`src/hw/rtl/lsap_pkg.sv`:
```
// Shared constants and types for the line sensor array position unit.
// Used by lsap_div, lsap_cal and the top level; no other dependencies.
`timescale 1ns / 1ps

package lsap_pkg;

  // Array size and converter resolution
  localparam int MAX_SENSORS = 16;
  localparam int SAMPLE_BITS = 12;
  localparam int IDX_W       = $clog2(MAX_SENSORS);

  // Fixed field widths
  localparam int IN_IDX_W = 4;
  localparam int CNT_W    = 5;
  localparam int POS_W    = 14;
  localparam int IN_W     = ((IN_IDX_W + SAMPLE_BITS + 7) / 8) * 8;
  localparam int OUT_W    = ((POS_W + 7) / 8) * 8;

  // Arithmetic constants
  localparam int unsigned SMAX      = (1 << SAMPLE_BITS) - 1;
  localparam int unsigned NORM_FULL = 1000;
  localparam int unsigned RANGE_MIN = 100;
  localparam int unsigned LINE_STEP = 100;
  localparam int NORM_W = 10;

  // Accumulators and shared divider sizes
  localparam int WSUM_W   = 28;
  localparam int WTOT_W   = 14;
  localparam int DVD_W    = 28;
  localparam int DVS_W    = (SAMPLE_BITS > WTOT_W) ? SAMPLE_BITS : WTOT_W;
  localparam int MUL_A_W  = (SAMPLE_BITS > NORM_W) ? SAMPLE_BITS : NORM_W;

  // Divider request and response
  typedef struct packed {
    logic             start;
    logic [DVD_W-1:0] dividend;
    logic [DVS_W-1:0] divisor;
  } div_req_t;

  typedef struct packed {
    logic             busy;
    logic             done;
    logic [DVD_W-1:0] quotient;
  } div_rsp_t;

  // Calibration store write and read
  typedef struct packed {
    logic                   en;
    logic [SAMPLE_BITS-1:0] value;
  } cal_wr_t;

  typedef struct packed {
    logic [SAMPLE_BITS-1:0] lo;
    logic [SAMPLE_BITS-1:0] hi;
  } cal_rd_t;

endpackage

```
`src/hw/rtl/lsap_div.sv`:
```
// Shared restoring divider, two quotient bits per cycle.
// Depends on lsap_pkg for widths and the request/response structs.
`timescale 1ns / 1ps

module lsap_div
  import lsap_pkg::*;
(
  input  logic     clk,
  input  logic     rst,
  input  div_req_t req,
  output div_rsp_t rsp
);

  localparam int DIV_STEPS = (DVD_W + 1) / 2;
  localparam int STEP_CW   = $clog2(DIV_STEPS + 1);

  logic [DVS_W-1:0]   rem;
  logic [DVD_W-1:0]   quo;
  logic [DVS_W-1:0]   dvs;
  logic [STEP_CW-1:0] cnt;
  logic               busy;
  logic               done;
  logic [DVS_W-1:0]   rem_next;
  logic [DVD_W-1:0]   quo_next;
  logic [DVS_W:0]     trial;

  // Two shift-and-subtract steps per cycle
  always_comb begin
    rem_next = rem;
    quo_next = quo;
    trial    = '0;
    for (int k = 0; k < 2; k++) begin
      trial    = {rem_next, quo_next[DVD_W-1]};
      quo_next = {quo_next[DVD_W-2:0], 1'b0};
      if (trial >= {1'b0, dvs}) begin
        trial       = trial - {1'b0, dvs};
        quo_next[0] = 1'b1;
      end
      rem_next = trial[DVS_W-1:0];
    end
  end

  // Load operands on start, then iterate until the count runs out
  always_ff @(posedge clk) begin
    if (rst) begin
      busy <= 1'b0;
      done <= 1'b0;
      cnt  <= '0;
    end else begin
      done <= 1'b0;
      if (req.start) begin
        rem  <= '0;
        quo  <= req.dividend;
        dvs  <= req.divisor;
        cnt  <= STEP_CW'(DIV_STEPS);
        busy <= 1'b1;
      end else if (busy) begin
        rem <= rem_next;
        quo <= quo_next;
        cnt <= cnt - STEP_CW'(1);
        if (cnt == STEP_CW'(1)) begin
          busy <= 1'b0;
          done <= 1'b1;
        end
      end
    end
  end

  assign rsp.busy     = busy;
  assign rsp.done     = done;
  assign rsp.quotient = quo;

endmodule

```
`src/hw/rtl/lsap_cal.sv`:
```
// Per-sensor calibration store: minimum, maximum and a range-good flag.
// Depends on lsap_pkg for sizes and the write/read structs.
`timescale 1ns / 1ps

module lsap_cal
  import lsap_pkg::*;
(
  input  logic                   clk,
  input  logic                   rst,
  input  logic [IDX_W-1:0]       idx,
  input  cal_wr_t                wr,
  output cal_rd_t                rd,
  output logic [MAX_SENSORS-1:0] good
);

  logic [SAMPLE_BITS-1:0] cal_min [MAX_SENSORS];
  logic [SAMPLE_BITS-1:0] cal_max [MAX_SENSORS];
  logic [SAMPLE_BITS-1:0] min_next;
  logic [SAMPLE_BITS-1:0] max_next;
  logic                   good_next;

  // Widen the range with the new sample
  always_comb begin
    min_next  = (wr.value < cal_min[idx]) ? wr.value : cal_min[idx];
    max_next  = (wr.value > cal_max[idx]) ? wr.value : cal_max[idx];
    good_next = (max_next > min_next) &&
                ((max_next - min_next) > SAMPLE_BITS'(RANGE_MIN));
  end

  // Hold calibration; reset to an empty range
  always_ff @(posedge clk) begin
    if (rst) begin
      for (int i = 0; i < MAX_SENSORS; i++) begin
        cal_min[i] <= SAMPLE_BITS'(SMAX);
        cal_max[i] <= '0;
      end
      good <= '0;
    end else if (wr.en) begin
      cal_min[idx] <= min_next;
      cal_max[idx] <= max_next;
      good[idx]    <= good_next;
    end
  end

  assign rd.lo = cal_min[idx];
  assign rd.hi = cal_max[idx];

endmodule

```
`src/hw/rtl/line_sensor_array_position_unit.sv`:
```
// Line sensor array position unit: calibration and weighted centroid.
// Calibration item: widens the stored range. Measure item: the normalizing divide is skipped
// with an empty range or a sample at or below the minimum; each divide runs on the shared
// two-bit-per-cycle divider. Last sensor of a scan: the position divide follows, skipped
// when no line was seen or the weight total is zero. One item at a time; s_axis_tready is
// low while an item is worked on or its result waits for the output register. Synchronous
// reset: empty calibration, cleared scan, sensor_count 16.
`timescale 1ns / 1ps

module line_sensor_array_position_unit
  import lsap_pkg::*;
(
  input  logic             clk,
  input  logic             rst,
  // configuration: sensor_count
  input  logic             cfg_valid,
  output logic             cfg_ready,
  input  logic [CNT_W-1:0] cfg_data,
  // input items
  input  logic             s_axis_tvalid,
  output logic             s_axis_tready,
  input  logic [IN_W-1:0]  s_axis_tdata,  // sensor_index, adc_sample
  input  logic             s_axis_tuser,  // mode
  // result items
  output logic             m_axis_tvalid,
  input  logic             m_axis_tready,
  output logic [OUT_W-1:0] m_axis_tdata,  // position
  output logic [1:0]       m_axis_tuser   // line_found, range_ok
);

  typedef enum logic [3:0] {
    ST_IDLE,
    ST_CAL,
    ST_MUL1,
    ST_NSTART,
    ST_NDIV,
    ST_MUL2,
    ST_ACC,
    ST_POS,
    ST_PDIV,
    ST_EMIT
  } state_t;

  state_t                 state;
  logic [CNT_W-1:0]       sensor_count;
  logic [IN_IDX_W-1:0]    idx_r;
  logic [SAMPLE_BITS-1:0] val_r;
  logic [DVD_W-1:0]       prod_r;
  logic [DVS_W-1:0]       range_r;
  logic [WTOT_W-1:0]      weight_r;
  logic [NORM_W-1:0]      norm_r;
  logic [WSUM_W-1:0]      weighted_sum;
  logic [WTOT_W-1:0]      weight_total;
  logic                   line_seen;
  logic [POS_W-1:0]       last_position;
  logic [POS_W-1:0]       pos_r;
  logic [POS_W-1:0]       out_pos;
  logic                   out_line;
  logic                   out_cal;
  logic                   out_valid;

  logic [CNT_W-1:0]       n_eff;
  logic [IN_IDX_W-1:0]    in_idx;
  logic [SAMPLE_BITS-1:0] in_raw;
  logic [MUL_A_W-1:0]     mul_a;
  logic [WTOT_W-1:0]      mul_b;
  logic [MUL_A_W+WTOT_W-1:0] mul_p;
  logic [WSUM_W:0]        wsum_add;
  logic [WTOT_W:0]        wtot_add;
  logic [POS_W:0]         full;
  logic [POS_W:0]         half;
  logic [NORM_W:0]        line_thr;
  logic                   pos_divide;
  logic [MAX_SENSORS-1:0] in_use;
  logic [MAX_SENSORS-1:0] good;
  logic                   cal_ok;
  div_req_t               div_req;
  div_rsp_t               div_rsp;
  cal_wr_t                cal_wr;
  cal_rd_t                cal_rd;

  // Unpack input item
  assign in_idx = s_axis_tdata[IN_IDX_W-1:0];
  assign in_raw = s_axis_tdata[IN_IDX_W +: SAMPLE_BITS];

  // Effective sensor count and derived limits
  always_comb begin
    if (sensor_count == '0) begin
      n_eff = CNT_W'(1);
    end else if (sensor_count > CNT_W'(MAX_SENSORS)) begin
      n_eff = CNT_W'(MAX_SENSORS);
    end else begin
      n_eff = sensor_count;
    end
    full     = (POS_W+1)'(n_eff) * (POS_W+1)'(NORM_FULL);
    half     = (POS_W+1)'(n_eff) * (POS_W+1)'(NORM_FULL / 2);
    line_thr = (NORM_W+1)'(n_eff) * (NORM_W+1)'(LINE_STEP);
    for (int i = 0; i < MAX_SENSORS; i++) begin
      in_use[i] = (CNT_W'(i) < n_eff);
    end
    cal_ok = &(good | ~in_use);
  end

  // Shared multiplier: offset times full scale, then norm times weight
  always_comb begin
    if (state == ST_MUL2) begin
      mul_a = MUL_A_W'(norm_r);
      mul_b = weight_r;
    end else begin
      mul_a = MUL_A_W'(val_r - cal_rd.lo);
      mul_b = WTOT_W'(NORM_FULL);
    end
    mul_p = (MUL_A_W+WTOT_W)'(mul_a) * (MUL_A_W+WTOT_W)'(mul_b);
  end

  // Saturating accumulate
  assign wsum_add = {1'b0, weighted_sum} + (WSUM_W+1)'(prod_r);
  assign wtot_add = {1'b0, weight_total} + (WTOT_W+1)'(norm_r);

  // Divider operands
  assign pos_divide       = line_seen && (weight_total != '0);
  assign div_req.start    = (state == ST_NSTART) || ((state == ST_POS) && pos_divide);
  assign div_req.dividend = (state == ST_POS) ? DVD_W'(weighted_sum) : prod_r;
  assign div_req.divisor  = (state == ST_POS) ? DVS_W'(weight_total) : range_r;

  lsap_div u_div (
    .clk (clk),
    .rst (rst),
    .req (div_req),
    .rsp (div_rsp)
  );

  assign cal_wr.en    = (state == ST_CAL);
  assign cal_wr.value = val_r;

  lsap_cal u_cal (
    .clk  (clk),
    .rst  (rst),
    .idx  (idx_r[IDX_W-1:0]),
    .wr   (cal_wr),
    .rd   (cal_rd),
    .good (good)
  );

  // Configuration register
  assign cfg_ready = 1'b1;

  always_ff @(posedge clk) begin
    if (rst) begin
      sensor_count <= CNT_W'(MAX_SENSORS);
    end else if (cfg_valid && cfg_ready) begin
      sensor_count <= cfg_data;
    end
  end

  // Sequencer
  always_ff @(posedge clk) begin
    if (rst) begin
      state         <= ST_IDLE;
      weighted_sum  <= '0;
      weight_total  <= '0;
      line_seen     <= 1'b0;
      last_position <= '0;
      out_valid     <= 1'b0;
    end else begin
      if (out_valid && m_axis_tready && (state != ST_EMIT)) begin
        out_valid <= 1'b0;
      end
      unique case (state)
        ST_IDLE: begin
          if (s_axis_tvalid) begin
            idx_r  <= in_idx;
            val_r  <= SAMPLE_BITS'(SMAX) - in_raw;
            // drop samples of sensors not in use
            if (CNT_W'(in_idx) < n_eff) begin
              state <= s_axis_tuser ? ST_MUL1 : ST_CAL;
            end
          end
        end
        ST_CAL: begin
          state <= ST_IDLE;
        end
        ST_MUL1: begin
          weight_r <= WTOT_W'((WTOT_W'(idx_r) + WTOT_W'(1)) * WTOT_W'(NORM_FULL));
          if ((cal_rd.hi <= cal_rd.lo) || (val_r <= cal_rd.lo)) begin
            norm_r <= '0;
            state  <= ST_MUL2;
          end else begin
            prod_r  <= DVD_W'(mul_p);
            range_r <= DVS_W'(cal_rd.hi - cal_rd.lo);
            state   <= ST_NSTART;
          end
        end
        ST_NSTART: begin
          state <= ST_NDIV;
        end
        ST_NDIV: begin
          if (div_rsp.done) begin
            norm_r <= (div_rsp.quotient > DVD_W'(NORM_FULL)) ?
                      NORM_W'(NORM_FULL) : NORM_W'(div_rsp.quotient);
            state  <= ST_MUL2;
          end
        end
        ST_MUL2: begin
          prod_r <= DVD_W'(mul_p);
          state  <= ST_ACC;
        end
        ST_ACC: begin
          weighted_sum <= wsum_add[WSUM_W] ? '1 : wsum_add[WSUM_W-1:0];
          weight_total <= wtot_add[WTOT_W] ? '1 : wtot_add[WTOT_W-1:0];
          if ((NORM_W+1)'(norm_r) > line_thr) begin
            line_seen <= 1'b1;
          end
          state <= (CNT_W'(idx_r) == n_eff - CNT_W'(1)) ? ST_POS : ST_IDLE;
        end
        ST_POS: begin
          if (pos_divide) begin
            state <= ST_PDIV;
          end else begin
            // no line: hold the side where it was last seen
            pos_r <= ((POS_W+1)'(last_position) < half) ?
                     POS_W'(NORM_FULL) : POS_W'(full);
            state <= ST_EMIT;
          end
        end
        ST_PDIV: begin
          if (div_rsp.done) begin
            pos_r <= (div_rsp.quotient > DVD_W'(full)) ?
                     POS_W'(full) : POS_W'(div_rsp.quotient);
            state <= ST_EMIT;
          end
        end
        ST_EMIT: begin
          if (!out_valid || m_axis_tready) begin
            out_pos       <= pos_r;
            out_line      <= line_seen;
            out_cal       <= cal_ok;
            out_valid     <= 1'b1;
            last_position <= pos_r;
            weighted_sum  <= '0;
            weight_total  <= '0;
            line_seen     <= 1'b0;
            state         <= ST_IDLE;
          end
        end
        default: begin
          state <= ST_IDLE;
        end
      endcase
    end
  end

  // Ports
  assign s_axis_tready = (state == ST_IDLE);
  assign m_axis_tvalid = out_valid;
  assign m_axis_tdata  = OUT_W'(out_pos);
  assign m_axis_tuser  = {out_cal, out_line};

`ifndef ASSERT_OFF
  // never take an item while the divider is running
  assert property (@(posedge clk) disable iff (rst)
    s_axis_tready |-> !div_rsp.busy)
    else $error("item accepted while divider busy");

  // a divider result only lands in a wait state
  assert property (@(posedge clk) disable iff (rst)
    div_rsp.done |-> (state == ST_NDIV || state == ST_PDIV))
    else $error("divider done outside a wait state");

  // normalized value is clamped before weighting
  assert property (@(posedge clk) disable iff (rst)
    (state == ST_MUL2) |-> (norm_r <= NORM_W'(NORM_FULL)))
    else $error("normalized value above full scale");

  // position never exceeds the array span
  assert property (@(posedge clk) disable iff (rst)
    m_axis_tvalid |-> ((POS_W+1)'(out_pos) <= (POS_W+1)'(MAX_SENSORS * NORM_FULL)))
    else $error("position beyond array span");
`endif

endmodule
```
`config.mk`:
```
export PLATFORM = sky130hd
export DESIGN_NAME = line_sensor_array_position_unit
export DESIGN_NICKNAME = d
export VERILOG_FILES = /design/src/hw/rtl/lsap_pkg.sv /design/src/hw/rtl/lsap_div.sv /design/src/hw/rtl/lsap_cal.sv /design/src/hw/rtl/line_sensor_array_position_unit.sv
export SDC_FILE = /design/constraint.sdc
export NUM_CORES = 2
export LEC_CHECK = 0
export ABC_AREA = 1
export BUFFER_PORTS_ARGS = -buffer_cell sky130_fd_sc_hd__buf_4
export CORE_ASPECT_RATIO = 1.4
export CORE_UTILIZATION = 50
export DETAILED_ROUTE_END_ITERATION = 10
export PLACE_DENSITY = 0.66
export SLEW_MARGIN = 20
export SYNTH_ARGS = -nofsm -noshare
export SYNTH_HDL_FRONTEND = slang
export SYNTH_SLANG_ARGS = --single-unit
export TNS_END_PERCENT = 1
```
`constraint.sdc`:
```
create_clock -name clk -period 19.6 [get_ports clk]
set_input_delay 4.9 -clock clk [delete_from_list [all_inputs] [get_ports clk]]
set_output_delay 4.9 -clock clk [all_outputs]
set_load 0.05 [all_outputs]
```
# Word level (Yosys, flattened, before mapping)
# Memories as Yosys holds them, arrays and structs flattened. A register that Yosys moved wholly into a read port is not among the register bits.
# Index checks and enable logic that the tools add are counted.
# word_totals
in_bits	27
memories	2
word_cells	207
ramBits	384
ff_bits	254
# mem_list
name	words	word_bits	rd	rd_ports_with_merged_regs	wr	line	source
u_cal.cal_max	16	12	1	1	16	lsap_cal.sv:17	logic [SAMPLE_BITS-1:0] cal_max [MAX_SENSORS];
u_cal.cal_min	16	12	1	1	16	lsap_cal.sv:16	logic [SAMPLE_BITS-1:0] cal_min [MAX_SENSORS];
# op_classes
n_mul	5
n_mux	70
n_reduce_logical	36
eq_ne	21
bitwise	5
n_addsub	11
magnitude_cmp	32
# op_table
op	n
$mux W28	6
$mux W14	11
$pmux W28 S2	2
$mux W12	5
$pmux W14 S2	2
$mux W4	11
$lt A4 B5 Y1 const A	8
$pmux W4 S9	1
$ge A15 B14 Y1	2
$mux W10	3
$add A28 B28 Y29	1
$gt A28 B10 Y1 const B	1
$gt A28 B15 Y1	1
$sub A14 B14 Y14	2
$mul A12 B14 Y26	1
$gt A12 B12 Y1	2
$le A12 B12 Y1	2
$mul A5 B7 Y12 const B	2
$reduce_or A12 Y1	2
$sub A12 B12 Y12	2
$lt A3 B5 Y1 const A	4
$mux W1	20
$pmux W10 S2	1
$bwmux W16	1
other kinds (48)	87

# Depth between registers and ports, before layout
# logic_depth
word_depth	8
depth_mapped	39
ltp_nobuf	36

# Hierarchy
# From an unflattened synthesis, not the netlist that was laid out.
# hier_totals
cells_unflattened	4731
hier_area_um2	40968.0
# modules_own_cells
mod	n_inst	cells_each	area_per_inst_um2
lsap_cal	1	1748	18570.3
line_sensor_array_position_unit	1	2416	17857.1
lsap_div	1	567	4540.6

# Least setup slack after synthesis
# No wires, ideal clock.
# synth_timing
kind	input port to flip-flop
start	in rst
end	reg u_div.quo[0] (enable)
setup_slack_ps	11784
path_stages	3
t_arrival_ps	7360
path_cell_list	buf_2 clkbuf_1 a21oi_1
# synth_via
elab_chain_len	2
# synth_lines
item	line	source
from (decl)	line_sensor_array_position_unit.sv:14	input logic rst,
$not A1 Y1 (no line)	-	
$reduce_and A2 Y1 (no line)	-	
to (signal assigned)	lsap_div.sv:53	quo <= req.dividend;
to (signal assigned)	lsap_div.sv:59	quo <= quo_next;
to (decl)	lsap_div.sv:18	logic [DVD_W-1:0] quo;
# No other way between the ends.
# A chain may end at the register's enable or synchronous reset.

==> out/metrics.yaml <==
die_h_um: 340
final.period_utilization: 0.453
ctsResizeCount: 0
fillers: 7493
regArea_um2: 18100
rsz0062_at_grt: "no"
h-tree-depth: 3
final.min_clock_period_ns: 8.88
grt_usage: 0.298
diodes: 0
grt_pass1_wl_mm: 187
clock.fmax_mhz: 113
hold_path_class: "reg2reg"
reg2reg_to: "prod_r[23]$_DFFE_PP_"
async_reset_ff_frac: 0
cap_violations: 0
post_drt_wl_per_cell_um: 21.0
syn_area_um2: 40900
coreArea_um2: 80600
grt_pass1_vias: 32600
r2r_cells: 32
tritoncts: "yes"
post_cts_buffers: 0
worstHoldStart: "pos_r[1]$_SDFFCE_PN0P_"
synthTopCellsByArea: "edfxtp_1 (40%), nand2_1 (9.7%), ha_1 (8.3%), nor2_1 (6.3%), fa_1 (5.8%)"
nets: 5152
synthCells: 4763
cp-end-kind: "flop"
die_w_um: 244
slew_headroom: 0.307
synth_area_per_cell_um2: 8.59
cp-start-kind: "flop"
finalSetupViolations: 0
path_delay_family: "adder cells"
ios: 48
drc: 0
synth_ff_type: "edfxtp_1"
num_rows: 123
cp_common_cell: "fa_1"
reg2reg_slack_ns: 10.72
via_count: 32700
yosysTopAreaCell: "edfxtp_1"
port_buffers: 44
drive_above_1_share: 0.0585
synth_seq_cells: 632
slowest_stage: "buf_4"
ant_nets: 0
hold_viol_final: 0
hpwl_mm: 89.0
cts_buffer_depth: 3
cts_sinks: 632
yosysSeqAreaShare: 0.442
syn_to_final_growth_pct: 8.12
cts_made_buffers: 68
synth_edf_count: 543
worstMarginPinSlew_ns: 1.03
clockRootBuffer: "clkbuf_16"
dr.pass1.iters: 6
slew_viol_final: 0
cp.depth: 32
grt_max_degree: 106
run_status: "complete, no violations"
cts.clk_slew.worst_paths_ns: 0.06
fin_skew_ns: 0.0593
holdPathEnd: "out_pos[1]$_DFFE_PP_"
drtIter0Drc: 2574
synth_cell_types: 52
synth_top_cell_area_share: 0.399
die_area_um2: 83000
antenna_found_initial: 0
crit_fanout: 105
detail_route.vias_per_cell: 5.59
whs_ns: 0.423
gr-total-overflow: 0
critPathKind: "reg2reg"
critPathBufInv: 5
tns_ns: 0
globalplace.congestion: 0.975
holdPathStages: 0
critPathMaxStageDelay_ns: 0.83
required_ns: 19.97
floorplan.initialDensity: 0.507
holdBufCountCts: 0
worstPathArrival_ns: 9.25
wl_mm: 123
multiInputGateArea_um2: 19500
clk_latency_ns: 0.64
yosysWarnings: 0
[flip-flops by register name, summed over array words and instances, names as in the netlist, 10 cells and up, named ones only]
signal and count:
u_cal.cal_min 192, u_cal.cal_max 192, weight_total 14, pos_r 14
weighted_sum 26, u_div.quo 28, u_div.rem 14, out_pos 14
u_div.dvs 14, norm_r 10, weight_r 11, u_cal.good 16
val_r 12, last_position 12, prod_r 23, range_r 13
[cells in the final DEF (no fill, tap or decap), types with 20 or more instances in the layout]
master | Yosys | routed
o211ai_1 | 28 | 28
nand2_1 | 1059 | 1054
a21oi_1 | 199 | 198
dfxtp_1 | 89 | 86
nor3_1 | 22 | 20
clkbuf_16 | 0 | 68
inv_2 | 20 | 20
o221ai_1 | 75 | 75
xnor2_1 | 38 | 38
nand3_1 | 235 | 235
a31oi_1 | 30 | 30
edfxtp_1 | 543 | 543
nor2_1 | 689 | 687
inv_1 | 586 | 586
o21ai_0 | 302 | 302
nand4_1 | 46 | 46
buf_4 | 14 | 90
ha_1 | 272 | 272
fa_1 | 118 | 118
xor2_1 | 53 | 53
[cell families (layout without fill, tap and decap cells)]
kind of cell,after synthesis,in the layout,synth area share
fa+ha+maj,390,390,0.141
simple gates,2097,2097,0.207
compound gates,739,739,0.108
flops,632,632,0.442
buf+inv,812,828,0.0827
xor+xnor,91,91,0.0195
other cells,2,13,0.000184
[worst reg2reg max path: cells and delay by family, from the launching register on]
family,cells,cell delay [ns]
AND/OR/NAND/NOR,10,1.31
flip-flops,1,0.49
XOR/XNOR,1,0.07
buffers and inverters,5,1.66
adder cells (fa/ha/maj),7,3.40
AO/OA/AOI/OAI,9,1.67
[routing by layer]
layer | up-vias | share of wire | GRT usage
li1 | 15700 | - | -
met1 | 15500 | 0.36 | 0.323
met2 | 1101 | 0.51 | 0.534
met3 | 356 | 0.052 | 0.0341
met4 | 0 | 0.078 | 0.215
met5 | - | 0 | 0
[stage by stage]
step                utilization  instances  setup WS, ns  cell area [um2]
detailed placement        0.520       5727         10.83            41900
global route              0.548       5852         10.01            44200
CTS                       0.548       5852         10.81            44200
global placement          0.520       5727         10.91            41900
floorplan                     -       4774         11.78            40900
finish                    0.548       5852         10.72            44200
[Yosys cell counts, types with 14 or more instances]
cell type / number
o21bai_1: 18
a31oi_1: 30
nor2_1: 689
inv_1: 586
dfxtp_1: 89
o21ai_1: 17
nand2_1: 1059
fa_1: 118
o21ai_0: 302
inv_2: 20
buf_2: 46
o211ai_1: 28
edfxtp_1: 543
xor2_1: 53
buf_4: 14
nand3_1: 235
xnor2_1: 38
o22ai_1: 19
a21oi_1: 199
o221ai_1: 75
clkbuf_1: 104
nor3_1: 22
ha_1: 272
nand4_1: 46
buf_6: 30
[final cells by class]
cell class,count,area share
flip-flops and latches,632,0.409
well taps,1062,0.0300
multi-input cells,3330,0.441
inverters,613,0.0521
clock buffers,77,0.0392
repair buffers,90,0.0153
clock inverters,48,0.0128
[how the worst max path moves through the flow]
| stage | to | from |
|---|---|---|
| final | prod_r[23]$_DFFE_PP_ | flop |
| after global routing | prod_r[23]$_DFFE_PP_ | flop |
| after CTS | prod_r[23]$_DFFE_PP_ | flop |
| after detailed placement | prod_r[21]$_DFFE_PP_ | flop |
| after global placement | prod_r[23]$_DFFE_PP_ | flop |
| after floorplan | u_div.quo[0]$_DFFE_PP_ | rst |
Power is left out: the tool's default activity adds up to more than one toggle a clock period on the data nets, which glitch-free logic cannot reach.
